<file path="src/hdl/ctse_pkg.sv">
`timescale 1ns / 1ps
package ctse_pkg;

  // fixed sizes of the synthesizer
  localparam int PHASE_BITS        = 32;
  localparam int SINE_DEPTH        = 1024;
  localparam int DECAY_DEPTH       = 256;
  localparam int SINE_AW           = $clog2(SINE_DEPTH);
  localparam int DECAY_AW          = $clog2(DECAY_DEPTH);
  localparam int SAMPLE_RATE       = 44100;
  localparam int RAMP_FRAC_BITS    = 16;
  localparam int SAMPLE_LIMIT      = 32000;
  localparam int GAIN_MAX          = 100;

  // shared divider sizes
  localparam int DIV_W             = 32;
  localparam int DIV_CW            = 6;

  // datapath operations
  localparam logic [3:0] OP_NONE   = 4'd0;
  localparam logic [3:0] OP_LOAD   = 4'd1;
  localparam logic [3:0] OP_MULA   = 4'd2;
  localparam logic [3:0] OP_MULB   = 4'd3;
  localparam logic [3:0] OP_DIV    = 4'd4;
  localparam logic [3:0] OP_PHASE  = 4'd5;
  localparam logic [3:0] OP_SINE   = 4'd6;
  localparam logic [3:0] OP_RAMP   = 4'd7;
  localparam logic [3:0] OP_DECAY  = 4'd8;
  localparam logic [3:0] OP_M1     = 4'd9;
  localparam logic [3:0] OP_M2     = 4'd10;
  localparam logic [3:0] OP_M3     = 4'd11;
  localparam logic [3:0] OP_M4     = 4'd12;
  localparam logic [3:0] OP_RESULT = 4'd13;

  // divider operand selection
  localparam logic [1:0] DSEL_INC   = 2'd0;
  localparam logic [1:0] DSEL_RAMP  = 2'd1;
  localparam logic [1:0] DSEL_DECAY = 2'd2;

  typedef struct packed {
    logic [3:0] op;
    logic [1:0] div_sel;
  } ctse_cmd_t;

  typedef struct packed {
    logic div_busy;
    logic seg_active;
    logic in_ramp;
    logic out_full;
  } ctse_status_t;

  typedef logic [15:0] sine_rom_t [SINE_DEPTH];
  typedef logic [15:0] decay_rom_t [DECAY_DEPTH];

  localparam logic [63:0] ONE_Q30    = 64'd1 << 30;
  localparam logic [63:0] TWO_PI_Q30 = 64'd6746518852;

  // sin of a Q30 angle in the first quadrant, Q30 result
  function automatic logic [63:0] sin_q30(logic [63:0] a);
    logic [63:0] term;
    logic [63:0] sum;
    term = a;
    sum  = a;
    for (int n = 1; n <= 7; n++) begin
      term = (term * a) >> 30;
      term = (term * a) >> 30;
      term = term / 64'((2 * n) * (2 * n + 1));
      if (n[0]) sum = sum - term;
      else sum = sum + term;
    end
    return sum;
  endfunction

  // exp(-y) for Q30 y below 4, Q30 result
  function automatic logic [63:0] exp_neg_q30(logic [63:0] y);
    logic [63:0] z;
    logic [63:0] term;
    logic [63:0] sum;
    z    = y >> 4;
    term = ONE_Q30;
    sum  = ONE_Q30;
    for (int n = 1; n <= 8; n++) begin
      term = ((term * z) >> 30) / 64'(n);
      if (n[0]) sum = sum - term;
      else sum = sum + term;
    end
    for (int k = 0; k < 4; k++) sum = (sum * sum) >> 30;
    return sum;
  endfunction

  function automatic sine_rom_t build_sine();
    sine_rom_t   rom;
    logic [63:0] f;
    logic [63:0] v;
    logic        neg;
    for (int k = 0; k < SINE_DEPTH; k++) begin
      f   = (64'(k) << 32) / SINE_DEPTH;
      neg = 1'b0;
      if (f >= (64'd1 << 31)) begin
        neg = 1'b1;
        f   = f - (64'd1 << 31);
      end
      if (f > (64'd1 << 30)) f = (64'd1 << 31) - f;
      v = (sin_q30((f * TWO_PI_Q30) >> 32) * 64'd32767 + (ONE_Q30 >> 1)) >> 30;
      if (v > 64'd32767) v = 64'd32767;
      rom[k] = neg ? 16'(-v) : v[15:0];
    end
    return rom;
  endfunction

  function automatic decay_rom_t build_decay();
    decay_rom_t  rom;
    logic [63:0] y;
    logic [63:0] v;
    for (int k = 0; k < DECAY_DEPTH; k++) begin
      y = (64'(4 * k) << 30) / DECAY_DEPTH;
      v = (exp_neg_q30(y) * 64'd65535 + (ONE_Q30 >> 1)) >> 30;
      if (v > 64'd65535) v = 64'd65535;
      rom[k] = v[15:0];
    end
    return rom;
  endfunction

endpackage

</file>
<file path="src/hdl/ctse_ctrl.sv">
`timescale 1ns / 1ps
module ctse_ctrl (
  input  logic                   clk,
  input  logic                   rst_n,
  input  logic                   in_tvalid,
  output logic                   in_tready,
  input  logic                   in_tuser,
  input  ctse_pkg::ctse_status_t status,
  output ctse_pkg::ctse_cmd_t    cmd
);
  import ctse_pkg::*;

  localparam logic [4:0] S_IDLE = 5'd0;
  localparam logic [4:0] S_MULA = 5'd1;
  localparam logic [4:0] S_MULB = 5'd2;
  localparam logic [4:0] S_DIVI = 5'd3;
  localparam logic [4:0] S_WDI  = 5'd4;
  localparam logic [4:0] S_PH   = 5'd5;
  localparam logic [4:0] S_SN   = 5'd6;
  localparam logic [4:0] S_EV   = 5'd7;
  localparam logic [4:0] S_WDE  = 5'd8;
  localparam logic [4:0] S_ENV  = 5'd9;
  localparam logic [4:0] S_M1   = 5'd10;
  localparam logic [4:0] S_M2   = 5'd11;
  localparam logic [4:0] S_M3   = 5'd12;
  localparam logic [4:0] S_M4   = 5'd13;
  localparam logic [4:0] S_RES  = 5'd16;

  logic [4:0] state_r, state_nxt;

  assign in_tready = state_r == S_IDLE;

  // sequencing of one sample
  always_comb begin
    state_nxt   = state_r;
    cmd.op      = OP_NONE;
    cmd.div_sel = DSEL_INC;
    case (state_r)
      S_IDLE: begin
        if (in_tvalid) begin
          if (!in_tuser) cmd.op = OP_LOAD;
          else state_nxt = status.seg_active ? S_MULA : S_RES;
        end
      end
      S_MULA: begin
        cmd.op    = OP_MULA;
        state_nxt = S_MULB;
      end
      S_MULB: begin
        cmd.op    = OP_MULB;
        state_nxt = S_DIVI;
      end
      S_DIVI: begin
        cmd.op    = OP_DIV;
        state_nxt = S_WDI;
      end
      S_WDI: if (!status.div_busy) state_nxt = S_PH;
      S_PH: begin
        cmd.op    = OP_PHASE;
        state_nxt = S_SN;
      end
      S_SN: begin
        cmd.op    = OP_SINE;
        state_nxt = S_EV;
      end
      S_EV: begin
        cmd.op      = OP_DIV;
        cmd.div_sel = status.in_ramp ? DSEL_RAMP : DSEL_DECAY;
        state_nxt   = S_WDE;
      end
      S_WDE: if (!status.div_busy) state_nxt = S_ENV;
      S_ENV: begin
        cmd.op    = status.in_ramp ? OP_RAMP : OP_DECAY;
        state_nxt = S_M1;
      end
      S_M1: begin
        cmd.op    = OP_M1;
        state_nxt = S_M2;
      end
      S_M2: begin
        cmd.op    = OP_M2;
        state_nxt = S_M3;
      end
      S_M3: begin
        cmd.op    = OP_M3;
        state_nxt = S_M4;
      end
      S_M4: begin
        cmd.op    = OP_M4;
        state_nxt = S_RES;
      end
      S_RES: begin
        if (!status.out_full) begin
          cmd.op    = OP_RESULT;
          state_nxt = S_IDLE;
        end
      end
      default: state_nxt = S_IDLE;
    endcase
  end

  always_ff @(posedge clk) begin
    if (!rst_n) begin
      state_r <= S_IDLE;
    end else begin
      state_r <= state_nxt;
    end
  end

endmodule

</file>
<file path="config.mk">
export PLATFORM = sky130hd
export DESIGN_NAME = ctse_ctrl
export DESIGN_NICKNAME = d
export VERILOG_FILES = /design/src/hdl/ctse_pkg.sv /design/src/hdl/ctse_ctrl.sv
export SDC_FILE = /design/constraint.sdc
export NUM_CORES = 1
export LEC_CHECK = 0
export BUFFER_PORTS_ARGS = -buffer_cell sky130_fd_sc_hd__buf_2
export CAP_MARGIN = 20
export CORE_MARGIN = 2
export CORE_UTILIZATION = 25
export CTS_CLUSTER_SIZE = 24
export DETAILED_ROUTE_END_ITERATION = 8
export PLACE_DENSITY = 0.4
export SETUP_SLACK_MARGIN = 0.02
export SLEW_MARGIN = 5
export SYNTH_ARGS = -nofsm -noshare
export SYNTH_HDL_FRONTEND = slang
export SYNTH_SLANG_ARGS = --single-unit
export TNS_END_PERCENT = 50
</file>
<file path="constraint.sdc">
create_clock -name clk -period 2.14 [get_ports clk]
set_clock_uncertainty 0.2 [all_clocks]
set_input_delay 0.214 -clock clk [delete_from_list [all_inputs] [get_ports clk]]
set_output_delay 0.214 -clock clk [all_outputs]
set_load 0.1 [all_outputs]
</file>
Yosys cells after proc, flatten, opt, wreduce, memory -nomap -nowiden:

Cells that the tools add are included.

* flip-flop bits (word level): 5
* bits of input ports: 8
* output and inout bits: 7

* eq/ne operators: 19
* multiplexer cells: 14
* reductions and logical operators: 3

Operators by type and width (number)
* $pmux 5 s15: 1
* $pmux 4 s12: 1
* $eq 5x4->1 const B: 6
* $mux 5: 6
* $eq 5x3->1 const B: 4
* $eq 5x2->1 const B: 2
* $mux 4: 2
* $ne 2x2->1 const B: 4
* $eq 5x1->1 const B: 1
* $eq 5x5->1 const B: 1
* $logic_not 5->1: 1
* $reduce_and 5->1: 1
* $mux 2: 2
* $mux 1: 2
* $ne 2x1->1 const B: 1
* $reduce_or 2->1: 1

Longest topological paths before layout:

Gate-level depths: netlist of the first run.

* word-level depth: 4
* mapped depth: 5

Worst setup path after synthesis of the first run:

Ideal clock, no wire load.

* path type: register -> output
* from: register state_r[3]
* to: output port cmd[4] (netlist name)
* arrival: 3.152 ns
* path slack: -1.426 ns
* stages on the path, launching flop included: 5
* path buffers: 1
* cell sequence: dfxtp_1 -> buf_2 -> nor4b_1 -> a31oi_1 -> o32ai_1

RTL lines
* start: declaration: line ctse_ctrl.sv:29 `logic [4:0] state_r, state_nxt;`
* start signal: assignment: line ctse_ctrl.sv:106 `state_r <= state_nxt;`
* end: declaration: line ctse_ctrl.sv:9 `output ctse_pkg::ctse_cmd_t cmd`

==> load_flow_metrics.sql, run 1 <==
INSERT INTO impl_metrics (metric_group, metric, value, unit) VALUES
('grt', 'grt_pass1_vias', '542', ''),
('critical_path', 'crit_chain', 'buf_4 > nor2_1 > a32oi_1 > or3_1 > o311ai_4 > buf_12', ''),
('die', 'die-area', '2590', 'µm²'),
('routing', 'routed_wire_length_per_instance', '12.5', 'µm'),
('critical_path', 'worstPathRequired', '1730', 'ps'),
('critical_path', 'critPathLaunch', 'state_r[3]', ''),
('clock_network', 'tritoncts', 'yes', ''),
('min_path', 'min_path_type', 'input pin to register', ''),
('die', 'die_width', '50.9', 'µm'),
('critical_path', 'cp_max_fo', '7', ''),
('cells_and_area', 'largest_register_ffs', '5', ''),
('critical_path', 'worstSetupStartpointType', 'register', ''),
('sta', 'final-max-slew-violation-count', '0', ''),
('sta', 'final_period_minus_worst_setup_slack', '2100', 'ps'),
('critical_path', 'worst_r2r_startpoint', 'state_r[1]', ''),
('clock_network', 'clock_latency', '250', 'ps'),
('grt', 'globalRoute.totalOverflow', '0', ''),
('routing', 'detailed_route_wire_length', '1460', 'µm'),
('die', 'initial_core_util', '27.2', '%'),
('cells_and_area', 'fin_nets', '99', ''),
('yosys', 'synth-async-reset-ratio', '0', '%'),
('yosys', 'ranking_of_synthesized_cells_by_area', 'sky130_fd_sc_hd__dfxtp_1 18%, sky130_fd_sc_hd__a21oi_1 6.4%, sky130_fd_sc_hd__nor3_1 5.5%, sky130_fd_sc_hd__a211oi_1 5.5%, sky130_fd_sc_hd__a2111oi_4 5.0%', ''),
('critical_path', 'critPathCapture', 'cmd[2]', ''),
('grt', 'grt_first_pass_wirelength', '2410', 'µm'),
('cells_and_area', 'fill_cells', '203', ''),
('yosys', 'netlist.top_cell.by_area', 'sky130_fd_sc_hd__dfxtp_1', ''),
('placed_design', 'place_hpwl', '1150', 'µm'),
('critical_path', 'max_stage_delay', '360', 'ps'),
('sta', 'final-hold-violation-count', '0', ''),
('yosys', 'mean_instance_size_in_the_synthesized_netlist', '7.54', 'µm²'),
('critical_path', 'setup.reg_to_reg.worst_slack', '330', 'ps'),
('yosys', 'postSynthRegisterBits', '5', ''),
('placed_design', 'portBuffers', '14', ''),
('yosys', 'ys_warn_count', '0', ''),
('clock_network', 'cts_max_path_buffers', '2', ''),
('grt', 'grt_max_degree', '18', ''),
('yosys', 'count_of_unique_library_cells_instantiated_by_yosys', '38', ''),
('die', 'std_cell_rows', '16', ''),
('critical_path', 'worst-path-stages', '6', ''),
('routing', 'ant_nets', '0', ''),
('yosys', 'synth.net_count', '81', ''),
('clock_network', 'tritoncts_buffers', '3', ''),
('critical_path', 'critical_path.reg2reg.endpoint', 'state_r[0]', ''),
('sta', 'setup-violations-final', '0', ''),
('run', 'max_cap_viols', '0', ''),
('cells_and_area', 'layout-area-overhead-vs-synth', '60.2', '%'),
('routing', 'num_vias', '600', ''),
('die', 'coreArea', '2020', 'µm²'),
('sta', 'timing.max_slew.rel_slack', '65.8', '%'),
('sta', 'finalHoldWorstSlack', '92.9', 'ps'),
('pwr', 'leakagePower', '0.000328', 'µW'),
('routing', 'dr.first_iter.drc_count', '7', ''),
('cells_and_area', 'area.sequential', '101', 'µm²'),
('critical_path', 'timing.setup.critical_path_class', 'register to output port', ''),
('status', 'outcome', 'finished clean', ''),
('critical_path', 'path_delay_family', 'simple AND/OR/NAND/NOR gates', ''),
('routing', 'drc_errors', '0', ''),
('grt', 'grt_antenna_before_repair', '0', ''),
('yosys', 'ys_seq_area_share', '18.2', '%'),
('cells_and_area', 'multi_input_area', '465', 'µm²'),
('sta', 'layout_worst_path_cycle_share', '98.3', '%'),
('yosys', 'syn_area', '551', 'µm²'),
('clock_network', 'clock-sinks', '5', ''),
('yosys', 'count_of_mapped_cells_out_of_synthesis', '73', ''),
('pwr', 'maximum_vdd_ir_drop', '0.000305', 'V'),
('pwr', 'power-per-cell-area', '567', 'nW/µm²'),
('yosys', 'synth_enable_flop_cells', '0', ''),
('clock_network', 'path_clk_slew', '50', 'ps'),
('routing', 'vias_per_cell', '5.13', ''),
('cells_and_area', 'final_util', '43.6', '%'),
('cells_and_area', 'max_flop_register', 'state_r', '');
-- area by class of cell --
type / instances / share of cell area (%)
inverters: 5 / 2.13
clock inverters: 1 / 0.567
repair buffers: 22 / 26.7
flip-flops and latches: 5 / 11.5
multi-input cells: 54 / 52.8
clock buffers: 3 / 2.55
well taps: 27 / 3.83
-- metrics by stage --
step | power [µW] | instances | worst slack (ps) | instance area, µm² | setup TNS (ps)
2_1_floorplan | 306 | 73 | -167 | 626 | -756
3_3_place_gp | 393 | 113 | 247 | 841 | 0
3_5_place_dp | 391 | 113 | 263 | 841 | 0
4_1_cts | 505 | 117 | -0.830 | 871 | -0.830
5_1_grt | 528 | 117 | -41.9 | 882 | -45.1
6_report | 500 | 117 | 35.4 | 882 | 0
-- routing by layer --
layer / vias up / global-route usage [%] / part of all wire (%)
met5: - / 0 / 0
met4: 0 / 2.70 / 0
met2: 16 / 18.6 / 48
met3: 0 / 3.80 / 3.9
li1: 309 / - / -
met1: 275 / 16.5 / 48
-- repair_timing --
| item | CTS | global route |
|---|---|---|
| endpoints found under the setup margin | 4 | 6 |
| gates resized for setup | 1 | 3 |
| hold buffers | 0 | 0 |
-- logic make-up (layout without fill, tap and decap cells) --
logic type / Yosys count / after routing / synth area share [%]
simple gates: 28 / 28 / 29.8
compound gates: 22 / 22 / 31.8
buf+inv: 14 / 31 / 13.2
flops: 5 / 5 / 18.2
xor+xnor: 2 / 2 / 3.18
mux: 2 / 2 / 3.86
-- worst min-delay path, cell delays in order --
cell	delay, ps
sky130_fd_sc_hd__buf_2	100
sky130_fd_sc_hd__nand3_1	90
sky130_fd_sc_hd__o32ai_2	80
-- cells in the final DEF (no fill, tap or decap), drive strengths merged --
| cell | Yosys | final |
|---|---|---|
| a2111oi | 1 | 1 |
| a211oi | 4 | 4 |
| a21oi | 7 | 7 |
| a31oi | 2 | 2 |
| a32o | 1 | 1 |
| a32oi | 1 | 1 |
| and4 | 1 | 1 |
| buf | 8 | 22 |
| clkbuf | 1 | 3 |
| clkinv | 0 | 1 |
| dfxtp | 5 | 5 |
| inv | 5 | 5 |
| mux2 | 1 | 1 |
| mux2i | 1 | 1 |
| nand2 | 4 | 4 |
| nand2b | 1 | 1 |
| nand3 | 2 | 2 |
| nor2 | 5 | 5 |
| nor2b | 2 | 2 |
| nor3 | 6 | 6 |
| nor4 | 2 | 2 |
| nor4b | 1 | 1 |
| o211ai | 1 | 1 |
| o21ai | 2 | 2 |
| o311ai | 1 | 1 |
| o32ai | 2 | 2 |
| or3 | 2 | 2 |
| or4 | 2 | 2 |
| xnor2 | 1 | 1 |
| xor2 | 1 | 1 |
-- where the power goes --
part,switching (µW),internal (µW)
Combinational,176,108
Sequential,7.01,98.6
Clock,42.5,67.8
Total,226,274
-- worst min-delay path by stage --
stage	startpoint	to	slack, ps	depth (start not counted)
2_1_floorplan	rst_n	state_r[4]	210	2
3_3_place_gp	rst_n	state_r[4]	340	3
3_5_place_dp	rst_n	state_r[4]	350	3
4_1_cts	rst_n	state_r[4]	90	3
5_1_grt	rst_n	state_r[4]	100	3
6_report	rst_n	state_r[4]	90	3
-- cell usage after synthesis, types with 2 or more instances --
cell type	n
sky130_fd_sc_hd__inv_1	3
sky130_fd_sc_hd__inv_2	2
sky130_fd_sc_hd__nor2_1	4
sky130_fd_sc_hd__nor4_1	2
sky130_fd_sc_hd__nor3_1	6
sky130_fd_sc_hd__nor2b_1	2
sky130_fd_sc_hd__dfxtp_1	5
sky130_fd_sc_hd__nand3_1	2
sky130_fd_sc_hd__a21oi_1	7
sky130_fd_sc_hd__a31oi_1	2
sky130_fd_sc_hd__buf_4	2
sky130_fd_sc_hd__nand2_1	4
sky130_fd_sc_hd__a211oi_1	4
sky130_fd_sc_hd__buf_2	4
Note: power is estimated with default switching activity, not from simulation.
==> run 2, diff against run 1 <==
- clock period: 2.14 -> 2 ns (I/O delays scaled with it)
==> run 2 against run 1 <==
Effect of this change: combinational power rose by 15%; the flow now finishes with violations (negative setup slack); critical path type unchanged; clock power rose by 10%; critical endpoint is now cmd[4]; worst setup slack worse by 54 ps; count of clock-buffer cells in the layout increased by 1; worst hold slack got worse by 26 ps; largest power group unchanged; cell area increased by 14%.
==> load_flow_metrics.sql, run 2 (same netlist as run 1, synthesis figures left out) <==
INSERT INTO impl_metrics (metric_group, metric, value, unit) VALUES
('status', 'outcome', 'complete, but fails checks', ''),
('status', 'violations', 'negative setup slack', ''),
('sta', 'timing.max_slew.rel_slack', '68.3', '%'),
('die', 'die-area', '2590', 'µm²'),
('placed_design', 'place_hpwl', '1280', 'µm'),
('cells_and_area', 'fill_cells', '197', ''),
('clock_network', 'tritoncts_buffers', '3', ''),
('critical_path', 'cpMaxStageDelayCell', 'sky130_fd_sc_hd__dfxtp_2', ''),
('cells_and_area', 'multi_input_area', '509', 'µm²'),
('critical_path', 'crit_chain', 'buf_4 > nor4b_4 > a31oi_2 > o32ai_4 > buf_12', ''),
('critical_path', 'worstSetupStartpointType', 'register', ''),
('pwr', 'total_power', '561', 'µW'),
('critical_path', 'path_delay_family', 'compound AO/OA/AOI/OAI gates', ''),
('critical_path', 'max_stage_delay', '330', 'ps'),
('sta', 'rsz0062_at_grt', 'true', ''),
('die', 'initial_core_util', '27.2', '%'),
('clock_network', 'cts_max_path_buffers', '2', ''),
('grt', 'grt_antenna_before_repair', '0', ''),
('placed_design', 'pre_cts_ws', '105', 'ps'),
('sta', 'final_period_minus_worst_setup_slack', '2020', 'ps'),
('pwr', 'maximum_vdd_ir_drop', '0.000280', 'V'),
('clock_network', 'tritoncts', 'yes', ''),
('routing', 'num_vias', '640', ''),
('critical_path', 'cp_max_fo', '4', ''),
('critical_path', 'worst_ep_arrival_time', '1620', 'ps'),
('cells_and_area', 'final_cell_mix', '13 x sky130_fd_sc_hd__buf_4, 7 x sky130_fd_sc_hd__buf_2, 7 x sky130_fd_sc_hd__buf_12, 6 x sky130_fd_sc_hd__a21oi_1', ''),
('sta', 'tightest_slew', '471', 'ps'),
('die', 'floorplan.io_pins', '15', ''),
('pwr', 'leakagePower', '0.000380', 'µW'),
('sta', 'max_freq', '0.495', 'GHz'),
('cells_and_area', 'largest_register_ffs', '5', ''),
('cells_and_area', 'max_flop_register', 'state_r', ''),
('cells_and_area', 'biggestRegsByFlops', 'state_r: 5 flops', ''),
('critical_path', 'worstPathRequired', '1600', 'ps'),
('cells_and_area', 'fin_nets', '107', ''),
('grt', 'grt_max_degree', '12', ''),
('clock_network', 'clock_latency', '240', 'ps'),
('routing', 'vias_per_cell', '5.12', ''),
('cells_and_area', 'layout-area-overhead-vs-synth', '82.7', '%'),
('cells_and_area', 'drive_gt1_share', '63.3', '%'),
('critical_path', 'timing.setup.critical_path_class', 'register to output port', ''),
('die', 'die_width', '50.9', 'µm'),
('sta', 'final-max-slew-violation-count', '0', ''),
('clock_network', 'post_cts_hold_buffer_count', '0', ''),
('min_path', 'min_path_type', 'input pin to register', ''),
('cells_and_area', 'layout.cells.most_common', 'sky130_fd_sc_hd__buf_4', ''),
('cells_and_area', 'antenna_cells', '0', ''),
('routing', 'routed_wire_length_per_instance', '13.8', 'µm'),
('grt', 'grt_first_pass_wirelength', '3040', 'µm'),
('clock_network', 'clock_tree.htree_level_count', '1', ''),
('sta', 'layout_worst_path_cycle_share', '101', '%'),
('sta', 'finalHoldWorstSlack', '66.7', 'ps'),
('grt', 'gr-usage-all-layers', '16.0', '%'),
('run', 'max_cap_viols', '0', ''),
('routing', 'drt-pass1-iter-count', '4', ''),
('sta', 'setup-violations-final', '1', ''),
('cells_and_area', 'finish.cell_count_without_fillers', '125', ''),
('placed_design', 'globalplace.congestion', '0.741', ''),
('cells_and_area', 'area.sequential', '109', 'µm²'),
('routing', 'ant_nets', '0', ''),
('pwr', 'power-per-cell-area', '558', 'nW/µm²'),
('die', 'std_cell_rows', '16', ''),
('routing', 'detailed_route_wire_length', '1730', 'µm'),
('placed_design', 'portBuffers', '14', ''),
('die', 'coreArea', '2020', 'µm²'),
('cells_and_area', 'final_util', '49.8', '%'),
('clock_network', 'clock-sinks', '5', ''),
('clock_network', 'cts_root_buf', 'sky130_fd_sc_hd__clkbuf_4', ''),
('routing', 'dr.first_iter.drc_count', '15', ''),
('sta', 'final-hold-violation-count', '0', ''),
('placed_design', 'dp_cells', '116', ''),
('routing', 'drc_errors', '0', ''),
('critical_path', 'timing.critical_path.to_type', 'output port', ''),
('critical_path', 'cp.buffers_inverters', '2', ''),
('grt', 'grt_pass1_vias', '644', ''),
('clock_network', 'path_clk_slew', '50', 'ps'),
('grt', 'globalRoute.totalOverflow', '0', ''),
('die', 'dieHeight', '50.9', 'µm'),
('sta', 'layout_setup_ws', '-18.5', 'ps');
## run 2: cell count changes in the layout (fill, tap and decap cells not counted), sizes merged
| cell | before | now |
|---|---|---|
| buf | 22 | 30 |
| clkbuf | 3 | 4 |
| clkinv | 1 | 0 |
## run 2: path summary, 6_finish.rpt
kind,startpoint,to,slack (ps),depth (start not counted)
hold reg to reg,state_r[2],state_r[4],410,2
hold / removal,rst_n,state_r[4],70,3
setup reg to reg,state_r[0],state_r[0],160,5
setup / recovery,state_r[0],cmd[4],-20,5
## run 2: metrics by stage
stage / area, µm² / setup TNS, ps
finish: 1010 / -18.5
global route: 1010 / -332
CTS: 978 / -31.0
detailed placement: 876 / 0
global placement: 876 / 0
floorplan: 662 / -893
## run 2: timing repair
action | 4_1_cts | 5_1_grt
buffers inserted | 3 | 2
setup endpoints to repair | 6 | 7
pin swaps | 4 | 4
resized for setup | 14 | 3
## run 2: where the power goes
| part | total (µW) | switching, µW | internal, µW |
|---|---|---|---|
| Clock | 121 | 45.7 | 75.7 |
| Sequential | 113 | 7.77 | 105 |
| Combinational | 326 | 198 | 128 |
## run 2: tightest hold or removal path: cells and delay by family
family	cells	cell delay [ps]
buf+inv	1	110
compound gates	1	70
simple gates	1	80
## run 2: layer usage
metal	global-route usage (%)	vias to the layer above	part of all wire, %
li1	-	326	-
met1	20.1	293	45
met2	24.0	17	49
met3	3.80	4	3.8
met4	10.8	0	2.4
met5	0	-	0
## run 2: cell type report
cell class              count  area share (%)
clock buffers               4            2.61
inverters                   5            2.11
multi-input cells          54            50.6
flip-flops and latches      5            10.8
well taps                  27            3.36
repair buffers             30            30.5
==> run 3, diff against run 2 <==
- CTS_BUF_LIST: default -> sky130_fd_sc_hd__clkbuf_8 sky130_fd_sc_hd__clkbuf_16
- CTS_CLUSTER_SIZE: 24 -> default
==> run 3 against run 2 <==
Effect of this change: the run now ends clean; clock power is 54% higher; cell count is 1.6% lower; non-clock buffer count is 2 lower; via count is 1.3% lower; worst setup slack better by 24 ps; fmax is 1.2% higher; global-route usage is 0.67 points lower; count of clock-buffer cells in the layout is 1 lower; sequential share of layout area hardly changed.
==> load_flow_metrics.sql, run 3 (same netlist as run 1, synthesis figures left out) <==
INSERT INTO impl_metrics (metric_group, metric, value, unit) VALUES
('placed_design', 'place_area', '876', 'µm²'),
('clock_network', 'tritoncts_buffers', '3', ''),
('placed_design', 'portBuffers', '14', ''),
('grt', 'grt_pass1_vias', '611', ''),
('routing', 'drc_errors', '0', ''),
('die', 'die-area', '2590', 'µm²'),
('placed_design', 'place_hpwl', '1280', 'µm'),
('sta', 'layout_worst_path_cycle_share', '99.7', '%'),
('routing', 'drt-pass1-iter-count', '4', ''),
('clock_network', 'cts_root_buf', 'sky130_fd_sc_hd__clkbuf_8', ''),
('clock_network', 'clock-sinks', '5', ''),
('cells_and_area', 'largest_register_ffs', '5', ''),
('sta', 'final-hold-violation-count', '0', ''),
('cells_and_area', 'final_util', '49.9', '%'),
('run', 'max_cap_viols', '0', ''),
('sta', 'final_period_minus_worst_setup_slack', '1990', 'ps'),
('grt', 'grt_max_degree', '12', ''),
('sta', 'final-max-slew-violation-count', '0', ''),
('cells_and_area', 'drive_gt1_share', '62.5', '%'),
('cells_and_area', 'area.sequential', '109', 'µm²'),
('cells_and_area', 'postLayoutCellArea', '1010', 'µm²'),
('sta', 'tightest_slew', '471', 'ps'),
('sta', 'setup-tns-final', '0', 'ps'),
('routing', 'num_vias', '632', ''),
('cells_and_area', 'fill_cells', '198', ''),
('clock_network', 'path_clk_slew', '40', 'ps'),
('die', 'dieHeight', '50.9', 'µm'),
('critical_path', 'cpMaxStageDelayCell', 'sky130_fd_sc_hd__dfxtp_2', ''),
('pwr', 'power-per-cell-area', '616', 'nW/µm²'),
('sta', 'setup-violations-final', '0', ''),
('cells_and_area', 'layout.cells.most_common', 'sky130_fd_sc_hd__buf_4', ''),
('sta', 'max_freq', '0.501', 'GHz'),
('min_path', 'min_path_type', 'input pin to register', ''),
('cells_and_area', 'layout-area-overhead-vs-synth', '83.4', '%'),
('critical_path', 'timing.critical_path.to_type', 'output port', ''),
('sta', 'rsz0062_at_grt', 'true', ''),
('clock_network', 'post_cts_hold_buffer_count', '0', ''),
('grt', 'grt_antenna_before_repair', '0', ''),
('pwr', 'leakagePower', '0.000384', 'µW'),
('clock_network', 'cts_max_path_buffers', '2', ''),
('critical_path', 'crit_chain', 'buf_4 > nor4b_4 > a31oi_2 > o32ai_4 > buf_12', ''),
('sta', 'layout_setup_ws', '5.14', 'ps'),
('sta', 'finalHoldWorstSlack', '88.9', 'ps'),
('critical_path', 'path_delay_family', 'compound AO/OA/AOI/OAI gates', ''),
('critical_path', 'cp_max_fo', '4', ''),
('critical_path', 'worstPathRequired', '1600', 'ps'),
('grt', 'grt_first_pass_wirelength', '2900', 'µm'),
('die', 'floorplan.io_pins', '15', ''),
('die', 'std_cell_rows', '16', ''),
('routing', 'vias_per_cell', '5.14', ''),
('grt', 'gr-usage-all-layers', '15.3', '%'),
('placed_design', 'globalplace.congestion', '0.741', ''),
('grt', 'globalRoute.totalOverflow', '0', ''),
('status', 'outcome', 'finished clean', ''),
('cells_and_area', 'antenna_cells', '0', ''),
('critical_path', 'worst_ep_arrival_time', '1590', 'ps'),
('die', 'coreArea', '2020', 'µm²'),
('sta', 'timing.max_slew.rel_slack', '68.3', '%'),
('die', 'initial_core_util', '27.2', '%'),
('critical_path', 'max_stage_delay', '330', 'ps'),
('critical_path', 'worstSetupStartpointType', 'register', ''),
('die', 'die_width', '50.9', 'µm'),
('placed_design', 'pre_cts_ws', '105', 'ps'),
('cells_and_area', 'fin_nets', '105', ''),
('cells_and_area', 'final_cell_mix', '11 x sky130_fd_sc_hd__buf_4, 7 x sky130_fd_sc_hd__buf_2, 7 x sky130_fd_sc_hd__buf_12, 6 x sky130_fd_sc_hd__a21oi_1', ''),
('routing', 'dr.first_iter.drc_count', '16', ''),
('routing', 'detailed_route_wire_length', '1700', 'µm'),
('cells_and_area', 'biggestRegsByFlops', 'state_r: 5 flops', ''),
('clock_network', 'clock_tree.htree_level_count', '1', ''),
('clock_network', 'clock_latency', '220', 'ps'),
('critical_path', 'timing.setup.critical_path_class', 'register to output port', ''),
('routing', 'routed_wire_length_per_instance', '13.8', 'µm'),
('routing', 'ant_nets', '0', ''),
('critical_path', 'cp.buffers_inverters', '2', ''),
('clock_network', 'tritoncts', 'yes', ''),
('cells_and_area', 'max_flop_register', 'state_r', ''),
('pwr', 'maximum_vdd_ir_drop', '0.000280', 'V'),
('cells_and_area', 'multi_input_area', '509', 'µm²');
## run 3: changes by cell type in the layout (fill, tap and decap cells not counted), sizes merged
cell,before,now
clkbuf,4,3
buf,30,28
inv,5,6
## run 3: timing repair
| action | 4_1_cts | 5_1_grt |
|---|---|---|
| cloned | 0 | 0 |
| gates resized for setup | 12 | 5 |
| hold endpoints to repair | 0 | 0 |
| endpoints found under the setup margin | 6 | 7 |
| pin swaps | 3 | 5 |
| setup buffers | 1 | 2 |
## run 3: worst min-delay path: cells and delay by family
kind                   cells  cell delay [ps]
AND/OR/NAND/NOR            1               80
buffers and inverters      1              110
AO/OA/AOI/OAI              1               70
## run 3: routing by layer
metal | wire length, µm | track usage [%]
met1 | 786 | 20.1
met4 | 15 | 9.01
met2 | 856 | 23.2
met3 | 43 | 2.92
met5 | 0 | 0
## run 3: through the flow
step           instances  total power [µW]
3_3_place_gp         116               424
6_report             123               622
5_1_grt              123               657
4_1_cts              121               624
2_1_floorplan         73               333
3_5_place_dp         116               425
## run 3: final timing paths
kind,startpoint,to,slack (ps),cells after the start
max,state_r[0],cmd[4],5,5
min,rst_n,state_r[4],90,3
max reg2reg,state_r[0],state_r[0],150,5
min reg2reg,state_r[2],state_r[4],410,2
## run 3: final cells by class
type	count	share of cell area (%)
Tap cell	27	3.35
Inverter	5	2.11
Multi-Input combinational cell	54	50.4
Clock inverter	1	0.372
Clock buffer	3	4.09
Sequential cell	5	10.8
Timing Repair Buffer	28	28.9
## run 3: power breakdown
| group | leakage [µW] | internal [µW] | switching [µW] |
|---|---|---|---|
| registers | 0.0000432 | 106 | 7.71 |
| logic | 0.000314 | 126 | 197 |
| clock network | 0.0000269 | 132 | 54.0 |
| total | 0.000384 | 364 | 258 |
